## config.mk

```make
export PLATFORM = sky130hd
export DESIGN_NAME = ffba_ctrl
export DESIGN_NICKNAME = d
export VERILOG_FILES = /design/src/rtl/core/ffba_pkg.sv /design/src/rtl/core/ffba_free_finder.sv /design/src/rtl/core/ffba_ctrl.sv
export SDC_FILE = /design/constraint.sdc
export NUM_CORES = 1
export LEC_CHECK = 0
export BUFFER_PORTS_ARGS = -buffer_cell sky130_fd_sc_hd__buf_2
export CORE_MARGIN = 2
export CORE_UTILIZATION = 50
export CTS_BUF_LIST = sky130_fd_sc_hd__clkbuf_8
export DETAILED_ROUTE_END_ITERATION = 6
export PLACE_DENSITY_LB_ADDON = 0.2
export SLEW_MARGIN = 20
export SYNTH_ARGS = -nofsm -noshare
export SYNTH_HDL_FRONTEND = slang
export SYNTH_HIERARCHICAL = 1
export SYNTH_SLANG_ARGS = --single-unit
```

## constraint.sdc

```tcl
create_clock -name clk -period 11.85 [get_ports clk]
set_input_delay 0.5925 -clock clk [delete_from_list [all_inputs] [get_ports clk]]
set_output_delay 0.5925 -clock clk [all_outputs]
set_load 0.01 [all_outputs]
```

## src/rtl/core/ffba_pkg.sv

```systemverilog
// ----------------------------------------------------------------------------
// ffba_pkg
// Shared types and constants of the first-fit block bitmap allocator.
// ----------------------------------------------------------------------------
package ffba_pkg;

    // Default sizing of the bitmap
    localparam int MAX_BLOCKS_DEF = 65536;
    localparam int WORD_BITS_DEF  = 32;

    // Field and register widths
    localparam int IDX_W      = 16;
    localparam int TOTAL_W    = 17;
    localparam int START_W    = 16;
    localparam int CFG_IDX_W  = 1;
    localparam int CFG_DATA_W = 17;
    localparam int TDATA_W    = 24;

    // Highest block count that still fits a block index
    localparam int INDEX_LIMIT = 65536;

    // Register reset values
    localparam logic [TOTAL_W-1:0] TOTAL_RESET = 17'd65536;
    localparam logic [START_W-1:0] START_RESET = 16'd1;

    // Register indexes on the configuration port
    localparam logic [CFG_IDX_W-1:0] CFG_BLK_TOTAL    = 1'b0;
    localparam logic [CFG_IDX_W-1:0] CFG_SEARCH_START = 1'b1;

    // Requested operation
    typedef enum logic [1:0] {
        OP_ALLOC = 2'd0,
        OP_FREE  = 2'd1,
        OP_MARK  = 2'd2
    } op_t;

    // Result status
    typedef enum logic [1:0] {
        ST_DONE    = 2'd0,
        ST_NO_FREE = 2'd1,
        ST_IGNORED = 2'd2
    } status_t;

    // Controller states
    typedef enum logic [2:0] {
        S_CLEAR,
        S_IDLE,
        S_START,
        S_SCAN,
        S_MODIFY,
        S_HOLD
    } state_t;

    // One result item
    typedef struct packed {
        logic [IDX_W-1:0] alloc_index;
        status_t          status;
    } result_t;

endpackage

```

## src/rtl/core/ffba_free_finder.sv

```systemverilog
// ----------------------------------------------------------------------------
// ffba_free_finder
// Priority encoder: lowest free bit of a bitmap word within a window mask.
// ----------------------------------------------------------------------------
module ffba_free_finder #(
    parameter int WORD_BITS = 32,
    parameter int POS_W     = 5
) (
    input  logic [WORD_BITS-1:0] word,
    input  logic [WORD_BITS-1:0] window,
    output logic                 found,
    output logic [POS_W-1:0]     pos
);

    logic [WORD_BITS-1:0] cand;

    // Free bits inside the window are candidates
    assign cand  = ~word & window;
    assign found = |cand;

    // Take the lowest candidate: scan down so the lowest hit wins
    always_comb
    begin
        pos = '0;
        for (int i = WORD_BITS - 1; i >= 0; i--)
        begin
            if (cand[i])
            begin
                pos = POS_W'(i);
            end
        end
    end

endmodule

```

## src/rtl/core/ffba_ctrl.sv

```systemverilog
// ----------------------------------------------------------------------------
// ffba_ctrl
// Sequencer of the allocator: clears the bitmap after reset, then runs one
// item at a time as read-modify-write on the bitmap memory. An allocation
// reads one word per cycle from the search start word up to the last word.
// ----------------------------------------------------------------------------
module ffba_ctrl #(
    parameter int MAX_BLOCKS = ffba_pkg::MAX_BLOCKS_DEF,
    parameter int WORD_BITS  = ffba_pkg::WORD_BITS_DEF,
    parameter int ADDR_W     =
        (((((MAX_BLOCKS < ffba_pkg::INDEX_LIMIT) ? MAX_BLOCKS : ffba_pkg::INDEX_LIMIT)
           + WORD_BITS - 1) / WORD_BITS) > 1) ?
        $clog2((((MAX_BLOCKS < ffba_pkg::INDEX_LIMIT) ? MAX_BLOCKS : ffba_pkg::INDEX_LIMIT)
                + WORD_BITS - 1) / WORD_BITS) : 1
) (
    input  logic                            clk,
    input  logic                            rst_n,
    // Request side
    input  logic                            in_valid,
    output logic                            in_ready,
    input  ffba_pkg::op_t                   in_op,
    input  logic [ffba_pkg::IDX_W-1:0]      in_index,
    // Configuration
    input  logic [ffba_pkg::TOTAL_W-1:0]    blk_total,
    input  logic [ffba_pkg::START_W-1:0]    search_start,
    // Result side
    output logic                            res_valid,
    input  logic                            res_ready,
    output ffba_pkg::result_t               res,
    // Bitmap memory
    output logic                            mem_re,
    output logic [ADDR_W-1:0]               mem_raddr,
    input  logic [WORD_BITS-1:0]            mem_rdata,
    output logic                            mem_we,
    output logic [ADDR_W-1:0]               mem_waddr,
    output logic [WORD_BITS-1:0]            mem_wdata
);

    localparam int MAP_BLOCKS = (MAX_BLOCKS < ffba_pkg::INDEX_LIMIT) ?
                                MAX_BLOCKS : ffba_pkg::INDEX_LIMIT;
    localparam int MAP_WORDS  = (MAP_BLOCKS + WORD_BITS - 1) / WORD_BITS;
    localparam int WORD_W     = $clog2(WORD_BITS);
    localparam logic [ffba_pkg::TOTAL_W-1:0] MAP_TOTAL = ffba_pkg::TOTAL_W'(MAP_BLOCKS);
    localparam logic [ADDR_W-1:0] LAST_ADDR = ADDR_W'(MAP_WORDS - 1);

    ffba_pkg::state_t                 state_reg, state_next;
    ffba_pkg::op_t                    op_reg, op_next;
    logic [ffba_pkg::IDX_W-1:0]       idx_reg, idx_next;
    logic [ADDR_W-1:0]                cur_reg, cur_next;
    logic [ADDR_W-1:0]                start_word_reg, start_word_next;
    logic [WORD_W-1:0]                start_bit_reg, start_bit_next;
    logic [ADDR_W-1:0]                last_word_reg, last_word_next;
    logic [WORD_W-1:0]                last_bit_reg, last_bit_next;
    logic [ADDR_W-1:0]                clr_reg, clr_next;
    ffba_pkg::result_t                res_reg, res_next;

    logic [ffba_pkg::TOTAL_W-1:0]     total_eff;
    logic [ffba_pkg::START_W-1:0]     start_eff;
    logic [ffba_pkg::IDX_W-1:0]       last_idx;
    logic [WORD_BITS-1:0]             lo_mask;
    logic [WORD_BITS-1:0]             hi_mask;
    logic [WORD_BITS-1:0]             bit_mask;
    logic                             hit;
    logic [WORD_W-1:0]                hit_pos;

    // Clip the block total to the bitmap size; never start below block 1
    assign total_eff = (blk_total > MAP_TOTAL) ? MAP_TOTAL : blk_total;
    assign start_eff = (search_start < ffba_pkg::START_W'(2)) ?
                       ffba_pkg::START_W'(1) : search_start;
    assign last_idx  = ffba_pkg::IDX_W'(total_eff - ffba_pkg::TOTAL_W'(1));

    // Window of the current word that lies inside [start, total)
    assign lo_mask = (cur_reg == start_word_reg) ? ('1 << start_bit_reg) : '1;
    assign hi_mask = (cur_reg == last_word_reg)  ? ('1 >> ~last_bit_reg) : '1;
    assign bit_mask = WORD_BITS'(1) << idx_reg[WORD_W-1:0];

    ffba_free_finder #(
        .WORD_BITS (WORD_BITS),
        .POS_W     (WORD_W)
    ) u_finder (
        .word   (mem_rdata),
        .window (lo_mask & hi_mask),
        .found  (hit),
        .pos    (hit_pos)
    );

    // State and context registers
    always_ff @(posedge clk or negedge rst_n)
    begin
        if (!rst_n)
        begin
            state_reg <= ffba_pkg::S_CLEAR;
            clr_reg   <= '0;
        end
        else
        begin
            state_reg <= state_next;
            clr_reg   <= clr_next;
        end
    end

    always_ff @(posedge clk)
    begin
        op_reg         <= op_next;
        idx_reg        <= idx_next;
        cur_reg        <= cur_next;
        start_word_reg <= start_word_next;
        start_bit_reg  <= start_bit_next;
        last_word_reg  <= last_word_next;
        last_bit_reg   <= last_bit_next;
        res_reg        <= res_next;
    end

    // Next state, memory access and result
    always_comb
    begin
        state_next      = state_reg;
        op_next         = op_reg;
        idx_next        = idx_reg;
        cur_next        = cur_reg;
        start_word_next = start_word_reg;
        start_bit_next  = start_bit_reg;
        last_word_next  = last_word_reg;
        last_bit_next   = last_bit_reg;
        clr_next        = clr_reg;
        res_next        = res_reg;
        in_ready        = 1'b0;
        res_valid       = 1'b0;
        mem_re          = 1'b0;
        mem_raddr       = cur_reg;
        mem_we          = 1'b0;
        mem_waddr       = cur_reg;
        mem_wdata       = mem_rdata;

        case (state_reg)
            ffba_pkg::S_CLEAR:
            begin
                // Zero one word per cycle
                mem_we    = 1'b1;
                mem_waddr = clr_reg;
                mem_wdata = '0;
                clr_next  = clr_reg + ADDR_W'(1);
                if (clr_reg == LAST_ADDR)
                begin
                    clr_next   = '0;
                    state_next = ffba_pkg::S_IDLE;
                end
            end

            ffba_pkg::S_IDLE:
            begin
                // Take the next item
                in_ready = 1'b1;
                if (in_valid)
                begin
                    op_next    = in_op;
                    idx_next   = in_index;
                    state_next = ffba_pkg::S_START;
                end
            end

            ffba_pkg::S_START:
            begin
                res_next.alloc_index = '0;
                res_next.status      = ffba_pkg::ST_DONE;
                case (op_reg)
                    ffba_pkg::OP_ALLOC:
                    begin
                        start_word_next = ADDR_W'(start_eff >> WORD_W);
                        start_bit_next  = start_eff[WORD_W-1:0];
                        last_word_next  = ADDR_W'(last_idx >> WORD_W);
                        last_bit_next   = last_idx[WORD_W-1:0];
                        if ({1'b0, start_eff} >= total_eff)
                        begin
                            res_next.status = ffba_pkg::ST_NO_FREE;
                            state_next      = ffba_pkg::S_HOLD;
                        end
                        else
                        begin
                            // Fetch the first word of the scan
                            mem_re     = 1'b1;
                            mem_raddr  = ADDR_W'(start_eff >> WORD_W);
                            cur_next   = ADDR_W'(start_eff >> WORD_W);
                            state_next = ffba_pkg::S_SCAN;
                        end
                    end
                    ffba_pkg::OP_FREE, ffba_pkg::OP_MARK:
                    begin
                        if ({1'b0, idx_reg} >= total_eff)
                        begin
                            res_next.status = ffba_pkg::ST_IGNORED;
                            state_next      = ffba_pkg::S_HOLD;
                        end
                        else
                        begin
                            // Fetch the word holding the block
                            mem_re     = 1'b1;
                            mem_raddr  = ADDR_W'(idx_reg >> WORD_W);
                            cur_next   = ADDR_W'(idx_reg >> WORD_W);
                            state_next = ffba_pkg::S_MODIFY;
                        end
                    end
                    default:
                    begin
                        res_next.status = ffba_pkg::ST_IGNORED;
                        state_next      = ffba_pkg::S_HOLD;
                    end
                endcase
            end

            ffba_pkg::S_SCAN:
            begin
                if (hit)
                begin
                    // Claim the block and report its index
                    mem_we    = 1'b1;
                    mem_wdata = mem_rdata | (WORD_BITS'(1) << hit_pos);
                    res_next.alloc_index = ffba_pkg::IDX_W'({cur_reg, hit_pos});
                    res_next.status      = ffba_pkg::ST_DONE;
                    state_next           = ffba_pkg::S_HOLD;
                end
                else if (cur_reg == last_word_reg)
                begin
                    res_next.alloc_index = '0;
                    res_next.status      = ffba_pkg::ST_NO_FREE;
                    state_next           = ffba_pkg::S_HOLD;
                end
                else
                begin
                    // Advance to the next word
                    mem_re    = 1'b1;
                    mem_raddr = cur_reg + ADDR_W'(1);
                    cur_next  = cur_reg + ADDR_W'(1);
                end
            end

            ffba_pkg::S_MODIFY:
            begin
                // Set or clear the block bit and write the word back
                mem_we = 1'b1;
                if (op_reg == ffba_pkg::OP_MARK)
                begin
                    mem_wdata = mem_rdata | bit_mask;
                end
                else
                begin
                    mem_wdata = mem_rdata & ~bit_mask;
                end
                state_next = ffba_pkg::S_HOLD;
            end

            ffba_pkg::S_HOLD:
            begin
                // Hand the result over when the output slot is free
                res_valid = 1'b1;
                if (res_ready)
                begin
                    state_next = ffba_pkg::S_IDLE;
                end
            end

            default:
            begin
                state_next = ffba_pkg::S_IDLE;
            end
        endcase
    end

    assign res = res_reg;

`ifndef NO_ASSERTIONS
    // The bitmap is written only while clearing or finishing an item
    a_write_phase: assert property (@(posedge clk) disable iff (!rst_n)
        mem_we |-> (state_reg == ffba_pkg::S_CLEAR || state_reg == ffba_pkg::S_SCAN ||
                    state_reg == ffba_pkg::S_MODIFY))
        else $error("bitmap written outside a write phase");

    // An accepted item is decoded in the following cycle
    a_accept_decode: assert property (@(posedge clk) disable iff (!rst_n)
        (in_valid && in_ready) |=> state_reg == ffba_pkg::S_START)
        else $error("accepted item not decoded");

    // A successful allocation never returns block 0
    a_alloc_nonzero: assert property (@(posedge clk) disable iff (!rst_n)
        (res_valid && op_reg == ffba_pkg::OP_ALLOC && res.status == ffba_pkg::ST_DONE)
        |-> res.alloc_index != '0)
        else $error("allocation returned block 0");

    // Only allocations report an index
    a_index_zero: assert property (@(posedge clk) disable iff (!rst_n)
        (res_valid && op_reg != ffba_pkg::OP_ALLOC) |-> res.alloc_index == '0)
        else $error("index reported for a non-allocating item");

    // The scan never runs past the last managed word
    a_scan_bound: assert property (@(posedge clk) disable iff (!rst_n)
        state_reg == ffba_pkg::S_SCAN |-> cur_reg <= last_word_reg)
        else $error("scan beyond last word");
`endif

endmodule

```

* Yosys cells after proc, flatten, opt, wreduce, memory -nomap -nowiden
Cells that the tools add are included. Widths: inputs -> output; s select.
Operators by class: add/subtract/negate cells 3, order comparisons 4, equality and inequality tests 14, shift operators 4, multiplexer cells 72, bitwise logic cells 8, reduce and logical (&&, ||, !) cells 10
Operators by type and width (number):
- $mux 5 | 32
- $mux 32 | 4
- $and 32x32->32 | 3
- $pmux 32 s3 | 1
- $mux 11 | 6
- $not 32->32 | 2
- $or 32x32->32 | 2
- $shl 1x5->32 const A | 2
- $pmux 11 s2 | 2
- $mux 18 | 2
- $pmux 18 s2 | 1
- $ge 16x17->1 | 2
- $reduce_or 32->1 | 1
- $shl 32x5->32 const A | 1
- $shr 32x5->32 const A | 1
- $add 11x1->11 const B | 2
- $eq 11x11->1 | 2
- $mux 3 | 6
- $pmux 3 s6 | 1
- $gt 17x17->1 const B | 1
- $mux 17 | 1
- $lt 16x2->1 const B | 1
- $mux 16 | 1
- $sub 16x1->16 const B | 1
- other kinds (20) | 37
Storage, ports and cells: register bits 93, word-level logic and storage cells 126

* Logic depth before layout (Yosys ltp)
Gate-level depths: netlist (run 1).
depth after elaboration 41, depth in mapped cells 20

* Hierarchy
Netlist (run 1), hierarchy kept.
By module, submodules not included:
- ffba_ctrl | instances 1, cells an instance 848, area each 7238.2 µm², sequential area each 2612.5 µm²
- ffba_free_finder | instances 1, cells an instance 100, area each 673.1 µm², sequential area each 0.0 µm²

* Least setup slack after synthesis (run 1)
OpenSTA, ideal clock, no wires.
path kind input port to output port, start point input blk_total[2] (netlist bit), end point output mem_raddr[10], arrival time 4.545 ns, setup slack 6.713 ns, cell stages on the path 16, buffers on the path 1, path through or4_4 > nor3_4 > nand2_2 > or4_4 > o41ai_4 > nand2_1 > ha_1 > and3_1 > a221o_1 > nand2_1 > o21ai_0 > nor3b_1 > clkbuf_1 > a31o_2 > a31oi_1 > o31ai_1
On the way: word-level cells in the longest chain between the ends 6
Ends and longest elaborated chain:
- start: declaration | line ffba_ctrl.sv:24 | input logic [ffba_pkg::TOTAL_W-1:0] blk_total,
- $gt 17x17->1 | line ffba_ctrl.sv:67 | assign total_eff = (blk_total > MAP_TOTAL) ? MAP_TOTAL : blk_total;
- $mux 17 (*) | line ffba_ctrl.sv:67
- $ge 16x17->1 (on tied branches) | line ffba_ctrl.sv:189, ffba_ctrl.sv:173
- $mux 11 (on tied branches) | line ffba_ctrl.sv:189, ffba_ctrl.sv:173
- $pmux 11 s2 (*) | line ffba_ctrl.sv:166 | case (op_reg)
- $pmux 11 s2 (*) | line ffba_ctrl.sv:135 | case (state_reg)
- end: declaration | line ffba_ctrl.sv:32 | output logic [ADDR_W-1:0] mem_raddr,
Every way passes the cells marked *; elsewhere a longest branch is shown, timed or not.

* Worst setup path after layout (run 1)
start point register cur_reg[0], end point output mem_raddr[10]
On the way: word-level cells in the longest chain between the ends 7
Ends and longest elaborated chain:
- start: declaration | line ffba_ctrl.sv:49 | logic [ADDR_W-1:0] cur_reg, cur_next;
- start signal: assignment | line ffba_ctrl.sv:106 | cur_reg <= cur_next;
- $eq 11x11->1 (on tied branches) | line ffba_ctrl.sv:73, ffba_ctrl.sv:74
- $mux 32 (on tied branches) | line ffba_ctrl.sv:73, ffba_ctrl.sv:74
- $and 32x32->32 (*) | line ffba_ctrl.sv:82 | .window (lo_mask & hi_mask),
- $and 32x32->32 (*) | line ffba_free_finder.sv:18 | assign cand = ~word & window;
- $reduce_or 32->1 (*) | line ffba_free_finder.sv:19 | assign found = |cand;
- net hit | line ffba_ctrl.sv:63 | logic hit;
- $mux 11 (*) | line ffba_ctrl.sv:213 | if (hit)
- $pmux 11 s2 (*) | line ffba_ctrl.sv:135
Mark *: on every way through the listed nets, which the timed path passes. The rest lies on a longest branch.

==> results.sh, run 1 <==
export IMPL_multi_input_area_um2=4880
export IMPL_vias_per_cell=6.23
export IMPL_drive_gt1_share_pct=21.5
export IMPL_post_cts_resized=0
export IMPL_ctsHtreeMaxLevel=3
export IMPL_grt_pass1_wl_mm=39.9
export IMPL_die_area_um2=16800
export IMPL_synth_main_ff_cell="edfxtp_1"
export IMPL_cp_end_kind="output port"
export IMPL_synth_cells=948
export IMPL_syn_num_nets=1073
export IMPL_vias=7938
export IMPL_ys_warnings_count=6
export IMPL_fmax_mhz=169
export IMPL_fin_skew_ns=0.0142
export IMPL_antenna_found_initial=0
export IMPL_track_usage_pct=31.2
export IMPL_reg2reg_from="cur_reg[0]"
export IMPL_antenna_cells=0
export IMPL_cts_setup_buffers=0
export IMPL_finalWirelength_mm=26.4
export IMPL_io_buffers=162
export IMPL_irDropWorstVdd_v=0.000105
export IMPL_period_share_pct=49.8
export IMPL_io_pins=163
export IMPL_first_global_vias=7232
export IMPL_ff_latch_area_um2=2610
export IMPL_placed_cell_area_um2=8800
export IMPL_path_max_fanout=16
export IMPL_drv_slew=0
export IMPL_cts_reportedPaths_clkPinSlew_ns=0.09
export IMPL_cts_tree="done"
export IMPL_crit_chain="xnor2_1 > nand3_1 > nor3_1 > buf_4 > nand2_1 > nor2_1 > a22oi_1 > nor2b_4 > nor4_4 > nand3b_1 > nor3_2 > nand3b_1 > nand4b_1 > nor2_1 > nand3_1 > mux2_2 > a22oi_1 > o31ai_1 > buf_2"
export IMPL_fillers=1447
export IMPL_core_area_um2=15300
export IMPL_arrival_ns=5.31
export IMPL_async_reset_ff_share_pct=15.1
export IMPL_ctsHoldBuffers=0
export IMPL_initial_utilization_pct=51.7
export IMPL_layout_min_cycle_time_ns=5.90
export IMPL_synth_cell_type_count=78
export IMPL_cts_buffers=9
export IMPL_seq_area_frac_synth_pct=33.0
export IMPL_slew_headroom_pct=29.8
export IMPL_avgSynthCellArea_um2=8.35
export IMPL_postLayoutCellArea_um2=8990
export IMPL_dr_pass1_iters=6
export IMPL_synth_edf_count=68
export IMPL_synth_area_top_cells="edfxtp_1, ha_1, o21ai_0"
export IMPL_syn2layout_area_growth_pct=13.6
export IMPL_clockBufferDepth=2
export IMPL_finish_utilization_pct=58.7
export IMPL_clock_latency_ns=0.38
export IMPL_die_x_um=130
export IMPL_ys_seq_elements=93
export IMPL_startpoint="cur_reg[0]"
export IMPL_hpwl_mm=20.3
export IMPL_layout_common_cells="buf_2, o21ai_0, nand2_1"
export IMPL_nets=1183
export IMPL_crit_path_top_delay_cell="dfxtp_1"
export IMPL_finalHoldViolations=0
export IMPL_synth_cell_area_um2=7910
export IMPL_rsz0062_at_grt="no"
export IMPL_cts_root_buffer="clkbuf_8"
export IMPL_path_class="reg2out"
export IMPL_power_density_nw_per_um2=159
export IMPL_overflow=0
export IMPL_wl_per_cell_um=20.7
export IMPL_cpPeakStageDelay_ns=0.67
export IMPL_drtIter0Drc=1162
export IMPL_synth_top_cell_by_area="edfxtp_1"
export IMPL_drv_cap=0
export IMPL_ant_nets=0
export IMPL_synth_top_area_share_pct=25.8
export IMPL_finalSetupViolCount=0
export IMPL_final_cells=1274
export IMPL_gp_congestion=0.989
export IMPL_p_leak_nw=3.64
export IMPL_status="finished clean"
export IMPL_worst_setup_path_start_kind="register"
export IMPL_critPathRequiredTime_ns=11.26
export IMPL_placed_cells=1258
export IMPL_r2r_slack_ns=6.96
export IMPL_tightest_slew_ns=1.05
export IMPL_largest_reg_flops=18
export IMPL_row_count=45
export IMPL_grt_max_degree=42
export IMPL_drc=0
export IMPL_hold_path_class="in2async"
export IMPL_final_common_cell="buf_2"
export IMPL_die_height_um=130
export IMPL_tns_ns=0
export IMPL_cts_sinks=93
[critical path, delay by kind of cell (launching register included)]
family	cells	cell delay, ns
flops	1	0.67
buf+inv	2	0.42
compound gates	3	0.47
simple gates	12	2.89
xor+xnor	1	0.18
mux	1	0.29
[where the power goes]
part / internal, mW / leakage (nW) / switching [mW]
clock network: 0.0998 / 0.109 / 0.110
registers: 0.420 / 0.894 / 0.107
logic: 0.278 / 2.64 / 0.413
[layout make-up]
class | instances | area share, %
clock inverters | 6 | 0.543
clock buffers | 10 | 1.53
inverters | 39 | 1.63
flip-flops and latches | 93 | 29.1
well taps | 211 | 2.94
multi-input cells | 741 | 54.3
repair buffers | 174 | 10.0
[layer usage]
layer  global-route usage [%]  routed length (um)
met1                     44.6               11500
met2                     48.1               11900
met3                     6.11                2520
met4                     9.11                 541
met5                        0                   0
[cells in the mapped netlist, types with 10 or more instances]
library cell	n
o31ai_1	19
dfxtp_1	11
a21oi_1	48
dfrtp_1	14
edfxtp_1	68
xnor2_1	28
nand4_1	15
nor2_1	59
nand2_1	90
nand2b_1	37
inv_1	39
nand3_1	22
nor2b_1	19
mux2_2	14
and2_1	24
a222oi_1	17
a31oi_1	10
clkbuf_1	71
o21ai_0	93
nor3_1	22
ha_1	38
a22oi_1	23
[path summary, 6_finish.rpt]
path / to / cells past startpoint
max: mem_raddr[10] / 19
min: clr_reg[7] / 1
max reg2reg: cur_reg[10] / 18
min reg2reg: clr_reg[6] / 1
max in group asynchronous: clr_reg[0] / 1
min in group clk: idx_reg[5] / 1
[cell families after synthesis]
logic type | count (synthesis) | synth area share (%)
AND/OR/NAND/NOR | 362 | 25.0
AO/OA/AOI/OAI | 289 | 24.3
multiplexers | 15 | 2.12
adder cells (fa/ha/maj) | 38 | 6.01
flip-flops | 93 | 33.0
XOR/XNOR | 37 | 4.10
buffers and inverters | 114 | 5.50
[metrics by stage]
stage / setup WS, ns / total power [mW] / hold WS (ns)
6_report: 5.95 / 1.43 / 0.102
5_1_grt: 5.42 / 1.52 / 0.0957
4_1_cts: 5.91 / 1.42 / 0.0904
3_5_place_dp: 6.13 / 1.21 / 0.499
3_3_place_gp: 6.26 / 1.21 / 0.496
2_1_floorplan: 6.71 / 0.947 / 0.297
Power figures use the tool's default switching activity.
==> run 2, diff against run 1 <==
Clock period 11.85 ns to 5.1 ns, I/O delays scaled along.
==> run 2 against run 1 <==
Compared with the run above: the run now ends with design-rule violations left; sequential share of layout area fell by 0.39 points; clock skew increased by 0.0049 ns; sequential power increased by 120%; count of clock-buffer cells in the layout unchanged; cell count increased by 1.6%; critical path depth decreased by 2; critical endpoint is now mem_wdata[17].
==> results.sh, run 2 (synthesis gave the netlist of run 1 again) <==
export IMPL_initial_utilization_pct=51.7
export IMPL_nets=1203
export IMPL_gp_congestion=1.06
export IMPL_largest_reg_flops=18
export IMPL_tightest_slew_ns=1.06
export IMPL_finalHoldViolations=0
export IMPL_irDropWorstVdd_v=0.000214
export IMPL_track_usage_pct=30.4
export IMPL_drc=6
export IMPL_finalWirelength_mm=25.9
export IMPL_critPathRequiredTime_ns=4.85
export IMPL_status="finished with violations"
export IMPL_crit_family="simple AND/OR/NAND/NOR gates"
export IMPL_hold_path_class="in2reg"
export IMPL_grt_max_degree=41
export IMPL_syn2layout_area_growth_pct=15.4
export IMPL_ctsHtreeMaxLevel=3
export IMPL_fin_ws_ns=0.272
export IMPL_io_pins=163
export IMPL_wl_per_cell_um=20.0
export IMPL_io_buffers=162
export IMPL_die_x_um=130
export IMPL_antenna_found_initial=0
export IMPL_cts_root_buffer="clkbuf_8"
export IMPL_final_cells=1294
export IMPL_dr_pass1_iters=7
export IMPL_cpPeakStageDelay_ns=0.53
export IMPL_clock_latency_ns=0.38
export IMPL_row_count=45
export IMPL_tns_ns=0
export IMPL_fillers=1433
export IMPL_drv_cap=0
export IMPL_fmax_mhz=207
export IMPL_crit_path_top_delay_cell="nor4_1"
export IMPL_p_leak_nw=3.72
export IMPL_crit_chain="xnor2_1 > nand4_1 > nor3_1 > nand2b_1 > or3_1 > nor3_1 > a21oi_1 > nand2b_1 > and2b_2 > nand4_1 > nor4_1 > and2_1 > nor2b_1 > nand2_1 > nor3_1 > a221o_1 > buf_2"
export IMPL_vias=8044
export IMPL_path_class="reg2out"
export IMPL_layout_common_cells="buf_2, o21ai_0, nand2_1"
export IMPL_die_height_um=130
export IMPL_drv_slew=0
export IMPL_period_share_pct=94.7
export IMPL_antenna_cells=0
export IMPL_violations="design-rule violations"
export IMPL_path_max_fanout=9
export IMPL_cp_num_buf_inv=1
export IMPL_holdWs_ns=0.0472
export IMPL_drtIter0Drc=1277
export IMPL_first_global_vias=7128
export IMPL_placed_cell_area_um2=8930
export IMPL_cts_tree="done"
export IMPL_worst_setup_path_start_kind="register"
export IMPL_core_area_um2=15300
export IMPL_layout_min_cycle_time_ns=4.83
export IMPL_ant_nets=0
export IMPL_cp_end_kind="output port"
export IMPL_power_density_nw_per_um2=366
export IMPL_clockBufferDepth=2
export IMPL_dp_slack_ns=0.414
export IMPL_postLayoutCellArea_um2=9130
export IMPL_overflow=0
export IMPL_finalSetupViolCount=0
export IMPL_slew_headroom_pct=29.6
export IMPL_fin_skew_ns=0.0191
export IMPL_cts_reportedPaths_clkPinSlew_ns=0.09
export IMPL_hpwl_mm=20.2
export IMPL_vias_per_cell=6.22
export IMPL_path_common_cell="nor3_1"
export IMPL_die_area_um2=16800
export IMPL_ff_latch_area_um2=2620
export IMPL_cts_sinks=93
export IMPL_grt_pass1_wl_mm=39.3
export IMPL_arrival_ns=4.57
export IMPL_cts_buffers=9
export IMPL_placed_cells=1276
export IMPL_final_common_cell="buf_2"
export IMPL_multi_input_area_um2=4880
export IMPL_drive_gt1_share_pct=23.6
run 2: worst paths after layout:
check	to	cells after the start	startpoint	slack, ns
max	mem_wdata[17]	17	last_word_reg[5]	0.27
min	idx_reg[15]	1	in_index[15]	0.05
max reg2reg	state_reg[2]	14	last_word_reg[5]	1.09
min reg2reg	state_reg[1]	1	state_reg[2]	0.50
max in group asynchronous	state_reg[0]	2	rst_n	4.54
min in group asynchronous	state_reg[1]	2	rst_n	0.30
run 2: cell type report:
class | instances | share of cell area [%]
multi-input combinational | 741 | 53.4
inverter | 39 | 1.60
clock buffer | 10 | 1.51
timing repair buffer | 194 | 11.5
clock inverter | 6 | 0.343
sequential | 93 | 28.7
tap | 211 | 2.89
run 2: power by group:
part	total (mW)	switching, mW	leakage (nW)	internal, mW
Clock	0.454	0.268	0.0950	0.186
Sequential	1.14	0.158	0.893	0.980
Combinational	1.75	1.06	2.73	0.689
run 2: worst reg2reg max path, stage by stage (launching register included):
cell	delay, ns
edfxtp_1	0.42
xnor2_1	0.22
nand4_1	0.17
nor3_1	0.26
nand2b_1	0.23
or3_1	0.39
nor3_1	0.15
a21oi_1	0.09
nand2b_1	0.12
and2b_2	0.18
nand4_1	0.12
nand3b_1	0.31
nor2_1	0.53
a21oi_2	0.40
a32o_1	0.33
run 2: stage by stage:
step,util [%],total power [mW]
after floorplan,-,2.20
after global placement,58.3,2.86
after detailed placement,58.3,2.87
after CTS,59.5,3.32
after global routing,59.6,3.55
final,59.6,3.34
run 2: repair_timing:
action / 4_1_cts / 5_1_grt
endpoints found under the setup margin: 0 / 11
endpoints found under the hold margin: 14 / 0
buffers inserted: 0 / 1
resized for setup: 0 / 6
hold buffers: 1 / 0
run 2: routing by layer:
metal | share of wire [%] | routed length, um | track usage (%) | up-vias
met3 | 9.6 | 2500 | 4.43 | 68
met4 | 3.1 | 796 | 10.9 | 0
li1 | - | - | - | 3770
met2 | 45 | 11600 | 47.5 | 477
met5 | 0 | 0 | 0 | -
met1 | 43 | 11000 | 43.2 | 3729
